### src/hdl/u64da_pkg.sv
// ----------------------------------------------------------------------------
// u64da_pkg
// Shared widths, constants and types for the 64-bit to decimal ASCII converter.
// ----------------------------------------------------------------------------
package u64da_pkg;

   localparam int VALUE_W     = 64;
   localparam int CAP_W       = 16;
   localparam int DIGITS      = 20;
   localparam int BCD_W       = 4 * DIGITS;
   localparam int COUNT_W     = 5;
   localparam int CHAR_W      = 6;
   localparam int SHIFT_CNT_W = $clog2(VALUE_W);
   localparam int QDEPTH      = 2;
   localparam int QPTR_W      = 1;
   localparam int QFILL_W     = 2;

   localparam logic [CHAR_W-1:0] ASCII_ZERO = 6'd48;

   // one converted item handed from the converter to the emitter
   typedef struct packed {
      logic [BCD_W-1:0]   bcd;
      logic [COUNT_W-1:0] count;
      logic               too_small;
   } entry_type;

   // queue occupancy flags
   typedef struct packed {
      logic full;
      logic empty;
   } q_status_type;

endpackage

### src/hdl/u64da_req_if.sv
// ----------------------------------------------------------------------------
// u64da_req_if
// Request channel: value to convert and destination capacity.
// ----------------------------------------------------------------------------
interface u64da_req_if;
   import u64da_pkg::*;

   logic               valid;
   logic               ready;
   logic [VALUE_W-1:0] value;
   logic [CAP_W-1:0]   buffer_size;

   modport source (output valid, output value, output buffer_size, input ready);
   modport sink   (input valid, input value, input buffer_size, output ready);

endinterface

### src/hdl/u64da_rsp_if.sv
// ----------------------------------------------------------------------------
// u64da_rsp_if
// Response channel: one ASCII digit or one error item per transfer.
// ----------------------------------------------------------------------------
interface u64da_rsp_if;
   import u64da_pkg::*;

   logic               valid;
   logic               ready;
   logic [CHAR_W-1:0]  digit_char;
   logic [COUNT_W-1:0] digit_count;
   logic               too_small;
   logic               last;

   modport source (output valid, output digit_char, output digit_count,
                   output too_small, output last, input ready);
   modport sink   (input valid, input digit_char, input digit_count,
                   input too_small, input last, output ready);

endinterface

### src/hdl/u64_to_decimal_ascii.sv
// ----------------------------------------------------------------------------
// u64_to_decimal_ascii
// Converts an unsigned 64-bit value to decimal ASCII digits, or flags an
// undersized destination buffer.
// ----------------------------------------------------------------------------
//  channel | direction | payload
//  req_ch  | in        | value, buffer_size
//  rsp_ch  | out       | digit_char, digit_count, too_small, last
//
// an item occupies the converter through a load, 64 double dabble shift steps
// and a hand over; the bit-serial converter sets the rate. digits leave at one
// per cycle while rsp_ch is ready and overlap the next conversion.
// synchronous reset clears the sequencer, queue pointers and digit position.
// a stalled rsp_ch fills the two-entry queue, after which req_ch holds off.
// ----------------------------------------------------------------------------
module u64_to_decimal_ascii
   import u64da_pkg::*;
(
   input  logic        clock,
   input  logic        reset,
   u64da_req_if.sink   req_ch,
   u64da_rsp_if.source rsp_ch
);

   logic         push_valid;
   logic         push_ready;
   entry_type    push_entry;
   entry_type    head;
   q_status_type status;
   logic         pop;

   // converter
   u64da_front u_front (
      .clock      (clock),
      .reset      (reset),
      .req_ch     (req_ch),
      .push_valid (push_valid),
      .push_entry (push_entry),
      .push_ready (push_ready)
   );

   // handoff queue
   u64da_queue u_queue (
      .clock      (clock),
      .reset      (reset),
      .push_valid (push_valid),
      .push_entry (push_entry),
      .push_ready (push_ready),
      .pop        (pop),
      .head       (head),
      .status     (status)
   );

   // emitter
   u64da_back u_back (
      .clock  (clock),
      .reset  (reset),
      .head   (head),
      .status (status),
      .pop    (pop),
      .rsp_ch (rsp_ch)
   );

`ifndef ASSERT_OFF
   // an error item is always the only one
   a_err_last: assert property (@(posedge clock) disable iff (reset)
      rsp_ch.valid && rsp_ch.too_small |-> rsp_ch.last)
      else $error("error item without last");

   // digits are ASCII decimal when no error
   a_digit_range: assert property (@(posedge clock) disable iff (reset)
      rsp_ch.valid && !rsp_ch.too_small |->
         (rsp_ch.digit_char >= 6'd48) && (rsp_ch.digit_char <= 6'd57))
      else $error("digit outside ascii range");

   // converter is busy after taking an item
   a_busy_after_accept: assert property (@(posedge clock) disable iff (reset)
      req_ch.valid && req_ch.ready |=> !req_ch.ready)
      else $error("converter took a second item too early");

   // a popped entry leaves no full queue behind when nothing was pushed
   a_pop_frees: assert property (@(posedge clock) disable iff (reset)
      pop && !(push_valid && push_ready) |=> !status.full)
      else $error("queue still full after pop");
`endif

endmodule

### src/hdl/u64da_front.sv
// ----------------------------------------------------------------------------
// u64da_front
// Bit-serial double dabble converter; counts digits and checks capacity.
// ----------------------------------------------------------------------------
module u64da_front
   import u64da_pkg::*;
(
   input  logic       clock,
   input  logic       reset,
   u64da_req_if.sink  req_ch,
   output logic       push_valid,
   output entry_type  push_entry,
   input  logic       push_ready
);

   localparam logic [1:0] S_IDLE  = 2'd0;
   localparam logic [1:0] S_SHIFT = 2'd1;
   localparam logic [1:0] S_PUSH  = 2'd2;

   logic [1:0]             state_ff, state_in;
   logic [SHIFT_CNT_W-1:0] cnt_ff, cnt_in;
   logic [VALUE_W-1:0]     val_ff, val_in;
   logic [CAP_W-1:0]       cap_ff, cap_in;
   logic [BCD_W-1:0]       bcd_ff, bcd_in;
   logic [BCD_W-1:0]       bcd_adj;
   logic [COUNT_W-1:0]     count;

   assign req_ch.ready = (state_ff == S_IDLE);

   // add three to every digit of five or more before the shift
   always_comb begin
      for (int i = 0; i < DIGITS; i++) begin
         if (bcd_ff[4*i +: 4] >= 4'd5) begin
            bcd_adj[4*i +: 4] = bcd_ff[4*i +: 4] + 4'd3;
         end else begin
            bcd_adj[4*i +: 4] = bcd_ff[4*i +: 4];
         end
      end
   end

   // position of the highest non-zero digit gives the count
   always_comb begin
      count = COUNT_W'(1);
      for (int i = 0; i < DIGITS; i++) begin
         if (bcd_ff[4*i +: 4] != 4'd0) begin
            count = COUNT_W'(i + 1);
         end
      end
   end

   assign push_valid           = (state_ff == S_PUSH);
   assign push_entry.bcd       = bcd_ff;
   assign push_entry.count     = count;
   assign push_entry.too_small = (cap_ff < (CAP_W'(count) + CAP_W'(1)));

   // sequencer
   always_comb begin
      state_in = state_ff;
      cnt_in   = cnt_ff;
      val_in   = val_ff;
      cap_in   = cap_ff;
      bcd_in   = bcd_ff;
      case (state_ff)
         S_IDLE: begin
            if (req_ch.valid) begin
               val_in   = req_ch.value;
               cap_in   = req_ch.buffer_size;
               bcd_in   = '0;
               cnt_in   = '0;
               state_in = S_SHIFT;
            end
         end
         S_SHIFT: begin
            bcd_in = {bcd_adj[BCD_W-2:0], val_ff[VALUE_W-1]};
            val_in = {val_ff[VALUE_W-2:0], 1'b0};
            cnt_in = cnt_ff + SHIFT_CNT_W'(1);
            if (cnt_ff == SHIFT_CNT_W'(VALUE_W - 1)) begin
               state_in = S_PUSH;
            end
         end
         S_PUSH: begin
            if (push_ready) begin
               state_in = S_IDLE;
            end
         end
         default: begin
            state_in = S_IDLE;
         end
      endcase
   end

   always_ff @(posedge clock) begin
      if (reset) begin
         state_ff <= S_IDLE;
         cnt_ff   <= '0;
      end else begin
         state_ff <= state_in;
         cnt_ff   <= cnt_in;
      end
   end

   // payload registers
   always_ff @(posedge clock) begin
      val_ff <= val_in;
      cap_ff <= cap_in;
      bcd_ff <= bcd_in;
   end

endmodule

### src/hdl/u64da_queue.sv
// ----------------------------------------------------------------------------
// u64da_queue
// Two-entry queue between the converter and the emitter.
// ----------------------------------------------------------------------------
module u64da_queue
   import u64da_pkg::*;
(
   input  logic         clock,
   input  logic         reset,
   input  logic         push_valid,
   input  entry_type    push_entry,
   output logic         push_ready,
   input  logic         pop,
   output entry_type    head,
   output q_status_type status
);

   entry_type          mem_ff [QDEPTH];
   logic [QPTR_W-1:0]  wr_ptr_ff, wr_ptr_in;
   logic [QPTR_W-1:0]  rd_ptr_ff, rd_ptr_in;
   logic [QFILL_W-1:0] fill_ff, fill_in;
   logic               do_push;
   logic               do_pop;

   assign status.full  = (fill_ff == QFILL_W'(QDEPTH));
   assign status.empty = (fill_ff == '0);
   assign push_ready   = !status.full;
   assign head         = mem_ff[rd_ptr_ff];

   assign do_push = push_valid && !status.full;
   assign do_pop  = pop && !status.empty;

   // pointer and fill update
   always_comb begin
      wr_ptr_in = wr_ptr_ff + QPTR_W'(do_push);
      rd_ptr_in = rd_ptr_ff + QPTR_W'(do_pop);
      fill_in   = fill_ff + QFILL_W'(do_push) - QFILL_W'(do_pop);
   end

   always_ff @(posedge clock) begin
      if (reset) begin
         wr_ptr_ff <= '0;
         rd_ptr_ff <= '0;
         fill_ff   <= '0;
      end else begin
         wr_ptr_ff <= wr_ptr_in;
         rd_ptr_ff <= rd_ptr_in;
         fill_ff   <= fill_in;
      end
   end

   // entry storage
   always_ff @(posedge clock) begin
      if (do_push) begin
         mem_ff[wr_ptr_ff] <= push_entry;
      end
   end

endmodule

### src/hdl/u64da_back.sv
// ----------------------------------------------------------------------------
// u64da_back
// Emitter: sends the digits of the head entry, most significant first.
// ----------------------------------------------------------------------------
module u64da_back
   import u64da_pkg::*;
(
   input  logic         clock,
   input  logic         reset,
   input  entry_type    head,
   input  q_status_type status,
   output logic         pop,
   u64da_rsp_if.source  rsp_ch
);

   logic [COUNT_W-1:0] pos_ff, pos_in;
   logic [COUNT_W-1:0] digit_idx;
   logic [3:0]         digit;
   logic               is_last;
   logic               take;

   // digit position counted down from the most significant
   assign digit_idx = head.count - COUNT_W'(1) - pos_ff;
   assign digit     = head.bcd[{digit_idx, 2'b00} +: 4];
   assign is_last   = head.too_small || (pos_ff == (head.count - COUNT_W'(1)));

   assign rsp_ch.valid       = !status.empty;
   assign rsp_ch.digit_char  = head.too_small ? '0 : (ASCII_ZERO + CHAR_W'(digit));
   assign rsp_ch.digit_count = head.count;
   assign rsp_ch.too_small   = head.too_small;
   assign rsp_ch.last        = is_last;

   assign take = rsp_ch.valid && rsp_ch.ready;
   assign pop  = take && is_last;

   always_comb begin
      pos_in = pos_ff;
      if (take) begin
         pos_in = is_last ? '0 : (pos_ff + COUNT_W'(1));
      end
   end

   always_ff @(posedge clock) begin
      if (reset) begin
         pos_ff <= '0;
      end else begin
         pos_ff <= pos_in;
      end
   end

endmodule
### src/flat_wrapper.sv
// flat-port wrapper written by rule: the top's interface ports become plain ports
module u64_to_decimal_ascii_flat import u64da_pkg::*;
  (clock, reset, req_ch_valid, req_ch_value, req_ch_buffer_size, req_ch_ready, rsp_ch_valid, rsp_ch_digit_char, rsp_ch_digit_count, rsp_ch_too_small, rsp_ch_last, rsp_ch_ready);
  u64da_req_if req_ch_i ();
  u64da_rsp_if rsp_ch_i ();
  input  logic clock;
  input  logic reset;
  input wire logic [$bits(req_ch_i.valid)-1:0] req_ch_valid;
  input wire logic [$bits(req_ch_i.value)-1:0] req_ch_value;
  input wire logic [$bits(req_ch_i.buffer_size)-1:0] req_ch_buffer_size;
  output wire logic [$bits(req_ch_i.ready)-1:0] req_ch_ready;
  output wire logic [$bits(rsp_ch_i.valid)-1:0] rsp_ch_valid;
  output wire logic [$bits(rsp_ch_i.digit_char)-1:0] rsp_ch_digit_char;
  output wire logic [$bits(rsp_ch_i.digit_count)-1:0] rsp_ch_digit_count;
  output wire logic [$bits(rsp_ch_i.too_small)-1:0] rsp_ch_too_small;
  output wire logic [$bits(rsp_ch_i.last)-1:0] rsp_ch_last;
  input wire logic [$bits(rsp_ch_i.ready)-1:0] rsp_ch_ready;
  assign req_ch_i.valid = req_ch_valid;
  assign req_ch_i.value = req_ch_value;
  assign req_ch_i.buffer_size = req_ch_buffer_size;
  assign req_ch_ready = req_ch_i.ready;
  assign rsp_ch_valid = rsp_ch_i.valid;
  assign rsp_ch_digit_char = rsp_ch_i.digit_char;
  assign rsp_ch_digit_count = rsp_ch_i.digit_count;
  assign rsp_ch_too_small = rsp_ch_i.too_small;
  assign rsp_ch_last = rsp_ch_i.last;
  assign rsp_ch_i.ready = rsp_ch_ready;
  u64_to_decimal_ascii u_core (.clock(clock), .reset(reset), .req_ch(req_ch_i), .rsp_ch(rsp_ch_i));
endmodule
### config.mk
export PLATFORM = sky130hd
export DESIGN_NAME = u64_to_decimal_ascii_flat
export DESIGN_NICKNAME = d
export VERILOG_FILES = /design/src/hdl/u64da_pkg.sv /design/src/hdl/u64da_req_if.sv /design/src/hdl/u64da_rsp_if.sv /design/src/hdl/u64_to_decimal_ascii.sv /design/src/hdl/u64da_front.sv /design/src/hdl/u64da_queue.sv /design/src/hdl/u64da_back.sv /design/src/flat_wrapper.sv
export SDC_FILE = /design/constraint.sdc
export NUM_CORES = 1
export LEC_CHECK = 0
export ABC_AREA = 0
export BUFFER_PORTS_ARGS = -buffer_cell sky130_fd_sc_hd__buf_2
export CAP_MARGIN = 10
export CORE_UTILIZATION = 65
export CTS_CLUSTER_DIAMETER = 120
export DETAILED_ROUTE_END_ITERATION = 12
export GPL_TIMING_DRIVEN = 0
export PLACE_DENSITY = 0.85
export SETUP_SLACK_MARGIN = 0.5
export SYNTH_ARGS = -nofsm -noshare
export SYNTH_HDL_FRONTEND = slang
export SYNTH_SLANG_ARGS = --single-unit
### constraint.sdc
create_clock -name clock -period 13.6 [get_ports clock]
set_input_delay 1.36 -clock clock [delete_from_list [all_inputs] [get_ports clock]]
set_output_delay 1.36 -clock clock [all_outputs]
set_load 0.01 [all_outputs]
# Word-level counts from Yosys, hierarchy flattened
# Memory sizes are Yosys's and may differ from the RTL's. A register that Yosys moved wholly into a read port is not among the register bits.
# Index checks and enable logic that the tools add are counted.
# op_classes
add_sub_neg	30
magnitude_cmp	21
eq_ne	8
n_shift	1
n_mux	54
n_reduce_logical	32
# op_table
cell	count
$pmux 80 s2	1
$pmux 64 s2	1
$mux 5	19
$ge 4x3->1 const B	20
$mux 80	1
$shiftx 80x8->4	1
$add 4x2->4 const B	19
$mux 4	19
$reduce_bool 4->1	19
$mux 64	1
$lt 16x6->1	1
$mux 6	2
$pmux 6 s2	1
$mux 2	4
$add 5x1->6 const B	1
$add 5x5->6 const A	1
$add 6x1->6 const B	1
$eq 6x6->1 const B	1
$ne 2x2->1 const B	3
$pmux 2 s3	1
$add 5x1->5 const B	1
$eq 5x5->1	1
$sub 5x1->5 const B	1
$sub 5x5->5	1
15 further kinds	25
# word_totals
reg_bits	177
ram_bits	172
input_bits	84
out_inout_bits	15
elab_cells	156
mem_count	1
# mem_list
name	depth	width	read_ports	rd_ports_with_merged_regs	wr	line_no	rtl
u_core.u_queue.mem_ff	2	86	1	1	1	u64da_queue.sv:18	entry_type mem_ff [QDEPTH];

# Depth between registers and ports, before layout
# logic_depth
depth_word	22
depth_mapped	17
depth_no_buf	16

# Hierarchy
# From an unflattened synthesis, not the netlist that was laid out.
# hier_totals
cells_unflattened	1268
hier_area_um2	16385.7
# by_module_without_submodules
module	n_inst	cells_each	area_each_um2	seq_area_each_um2
u64da_front	1	870	8670.8	4964.8
u64da_queue	1	291	6518.8	5245.0
u64da_back	1	107	1196.1	100.1

# Least setup slack after synthesis
# OpenSTA, ideal clock, no wires.
# synth_path
path_type	input to register
startpoint	input req_ch_valid
endpoint	register u_core.u_front.cnt_ff[2]
setup_time_ns	0.128
arrival_ns	5.395
slack_ns	8.078
cell_stages	7
path_buffers	0
cell_sequence	nand2_1 inv_1 nor2_1 inv_1 o21ai_0 a21oi_1 nor2_1
# synth_between
elab_chain_cells	2
# synth_rtl
item	line_no	rtl
from (decl)	flat_wrapper.sv:8	input wire logic [$bits(req_ch_i.valid)-1:0] req_ch_valid;
$ne 2x2->1 (no source line)	-	
$reduce_and 2->1 (no source line)	-	
to (signal assigned)	u64da_front.sv:98	cnt_ff <= cnt_in;
to (decl)	u64da_front.sv:21	logic [SHIFT_CNT_W-1:0] cnt_ff, cnt_in;
# No other way between the ends.
# A chain may end at the register's enable or synchronous reset.

==> summary by stage <==
Status
The run finished with clean final reports.

GRT
The largest net degree at the start of global routing is 80. The number of antenna violations at the first check in global routing is 0. The wire length of the first global-routing pass is 50.8 mm. For this run the aggregate overflow at the end of global routing stands at 0. The number of global-route vias before repair is 9586. Global routing used 27.4% of the available tracks.

Drt
In this run the remaining antenna-violating nets after routing total 0. For this block, the routed nets add up to 33.2 mm of wire. The routed layout has 9995 vias. The average vias per placed instance is 5.92. The post-detailed-route DRC marker count is 0. The final routed wire length divided by cell count is 19.7 um. After the first detailed-routing iteration, the DRC count stood at 927. The detailed-router iteration count before antenna repair is 7.

Placed design
The port buffer count is 98. At the end of routability-driven placement, the weighted congestion stood at 0.878. The HPWL after detailed placement is 22.2 mm.

CTS
The maximum level of the CTS H-tree is 2. The number of clock buffers added by TritonCTS is 35. After clock tree synthesis, the setup repair step added 0 buffers. The clock reaches the later pin of the worst-skew pair after 500 ps.

Post-CTS repair changed the size of 0 cells. CTS placed an instance of clkbuf_16 at the clock tree root. The tree built by TritonCTS fans out to 349 sinks. The clock tree from TritonCTS is built. The number of hold buffers added after CTS is 0.

The clock passes through at most 3 buffers. The post-CTS clock slew at the launch and capture registers of the worst setup and hold paths is 60 ps.

Die
In this run the count of I/O pins placed on the die edge is 99. The initial utilization of the core area, before any placement, comes to 67.0%. The floorplan has 56 rows. The die footprint is 25000 sq um. The area of the core is 23700 sq um. The die is 158 um wide. In this run the vertical extent of the chip is 158 um.

Synth
The sequential area share after synthesis is 65.0%. For this run, the number of Yosys warnings is 0. By area the synthesized netlist is led by edfxtp_1 63%, mux4_2 6.0%, nand2_1 5.8%, ha_1 4.6%, nor2_1 2.7%. The number of cells produced by synthesis is 1209.

In the synthesized netlist the async set-or-reset flop fraction comes to 0%. Counting flops with a built-in enable in the synthesized netlist gives 332. Each instance of the synthesized netlist takes up on average 13.1 sq um.

Counting flops and latches in the post-synthesis netlist gives 349. The post-synthesis cell type count is 54. Summed over its instances, the top area cell type makes up 62.8% of the synthesized netlist area. The summed instance area of the synthesized netlist is 15900 sq um. The net count of the mapped netlist is 1352. Counting instances in the post-synthesis netlist gives the leading cell types as 332 x edfxtp_1, 245 x nand2_1, 116 x nor2_1. By instance count, the leading cell after synthesis is edfxtp_1.

The most common flop cell mapped by yosys is edfxtp_1. The biggest area consumer among synthesized cells is edfxtp_1.

Worst setup path
The worst setup path is of the reg -> out kind. The capturing element type of the critical path is a primary output. The cell family with the largest share of critical-path delay is buffers and inverters. Traced cell by cell, the critical path runs through buf_6, buf_6, buf_4, mux2i_1, ha_1, fa_1, buf_2, clkbuf_1, mux4_2, mux4_2, mux2i_1, a211oi_1, buf_2. The critical path contains buffers and inverters numbering 6 combined.

STA classifies the critical path startpoint as a flip-flop. The delay of the slowest critical-path stage is 680 ps. The worst setup slack for register-to-register paths is 9510 ps. STA puts the critical path data required time at 12240 ps. The maximum fanout encountered on the critical timing path is 10. For the worst setup path, the data arrival time is 5290 ps. The cell at the slowest stage of the critical path is clkbuf_1.

Power
The leakage component of the power is 0.00674 uW. The power density of the placed cells is 138 nW/um^2. The completed layout was analyzed and its total power is 2470 uW. The peak ir drop on the vdd network is 122 uV.

Cells and area
The share of final-layout standard cells stronger than drive strength 1 is 14.9%. The final layout net count is 1490. The synthesis-to-layout area growth is 12.9%. The antenna diode count is 0. The utilization after layout is 75.6%.

Timing
The highest clock rate is 150 MHz. The number of max-slew violations in the final report is 0. Setup repair after global routing left no endpoint under its margin.

The number of failing hold endpoints at the final stage is 0. The number of failing setup endpoints in the final timing report is 0. The transition time at the pin with the least slew margin is 1110 ps.

Dividing the final minimum period by the clock period gives 48.9%. The worst slack on hold paths is 506 ps. Measured against its own limit, the worst slew margin works out to 25.9%. The post-layout minimum cycle time is 6650 ps. The total negative slack is 0 ps. The clock arrives with 8.71 ps of skew.

Run
Max-cap violations in this run came to 0.

Hold path
The path class of the tightest hold or removal check is reg -> reg.
## where the power goes
| part | internal, uW | leakage (uW) | switching, uW | total, uW |
|---|---|---|---|---|
| Clock | 518 | 0.000515 | 374 | 892 |
| Combinational | 104 | 0.00290 | 166 | 270 |
| Sequential | 1260 | 0.00332 | 51.9 | 1310 |
| Total | 1880 | 0.00674 | 592 | 2470 |
## metal layers
metal / vias up / global-route usage, % / routed length [um]
li1: 4615 / - / -
met4: 0 / 10.2 / 980
met5: - / 0 / 0
met3: 71 / 4.13 / 2460
met2: 476 / 45.7 / 16400
met1: 4833 / 36.7 / 13300
## cells in the final DEF, fill, tap and decap left out, types with 31 or more instances in the layout
cell,count
mux4_2,42
nor2_1,116
inv_1,57
clkbuf_16,37
buf_2,102
clkbuf_1,31
edfxtp_1,332
ha_1,56
nand2_1,245
a21oi_1,74
## logic make-up after synthesis
| group | Yosys count | synth area share [%] |
|---|---|---|
| and+or+nand+nor | 468 | 12.7 |
| buffers and inverters | 97 | 2.54 |
| AOI/OAI and AO/OA | 119 | 4.11 |
| muxes | 62 | 7.86 |
| other | 1 | 0.0236 |
| DFF | 349 | 65.0 |
| xor gates and xnor gates | 54 | 3.12 |
| adders and majority gates | 59 | 4.70 |
## state kept, by name (all words and copies together) (netlist names)
signal / flops
u_core.u_back.pos_ff: 5
u_core.u_front.bcd_ff: 80
u_core.u_front.cap_ff: 16
u_core.u_front.cnt_ff: 6
u_core.u_front.state_ff: 2
u_core.u_front.val_ff: 64
u_core.u_queue.fill_ff: 2
u_core.u_queue.mem_ff: 172
u_core.u_queue.rd_ptr_ff: 1
u_core.u_queue.wr_ptr_ff: 1
## worst min-delay path, stage by stage (launching register included)
cell	delay, ps
dfxtp_1	330
nand3_1	70
a21oi_1	60
## final cells by class
type,count,area (sq um)
Multi-Input combinational cell,763,5170
Inverter,58,223
Buffer,39,185
Clock buffer,46,970
Tap cell,319,399
Sequential cell,349,10300
Fill cell,1456,5780
Clock inverter,13,80.1
Timing Repair Buffer,101,566
## worst paths after layout
path,cells after the start,to,start
setup / recovery,13,rsp_ch_digit_char[2],u_core.u_queue.rd_ptr_ff
hold / removal,2,u_core.u_front.cnt_ff[1],u_core.u_front.cnt_ff[1]
setup reg to reg,14,u_core.u_queue.mem_ff[1][0],u_core.u_front.bcd_ff[32]
hold reg to reg,2,u_core.u_front.cnt_ff[1],u_core.u_front.cnt_ff[1]
## metrics by stage
step | instances | cell area (sq um) | setup WS (ps)
after global placement | 1626 | 16800 | 6400
after CTS | 1688 | 17900 | 6890
after global routing | 1688 | 17900 | 6700
after floorplan | 1209 | 15900 | 8080
after detailed placement | 1629 | 16900 | 7460
final | 1688 | 17900 | 6950
No activity file was read; power rests on OpenSTA's default activity.
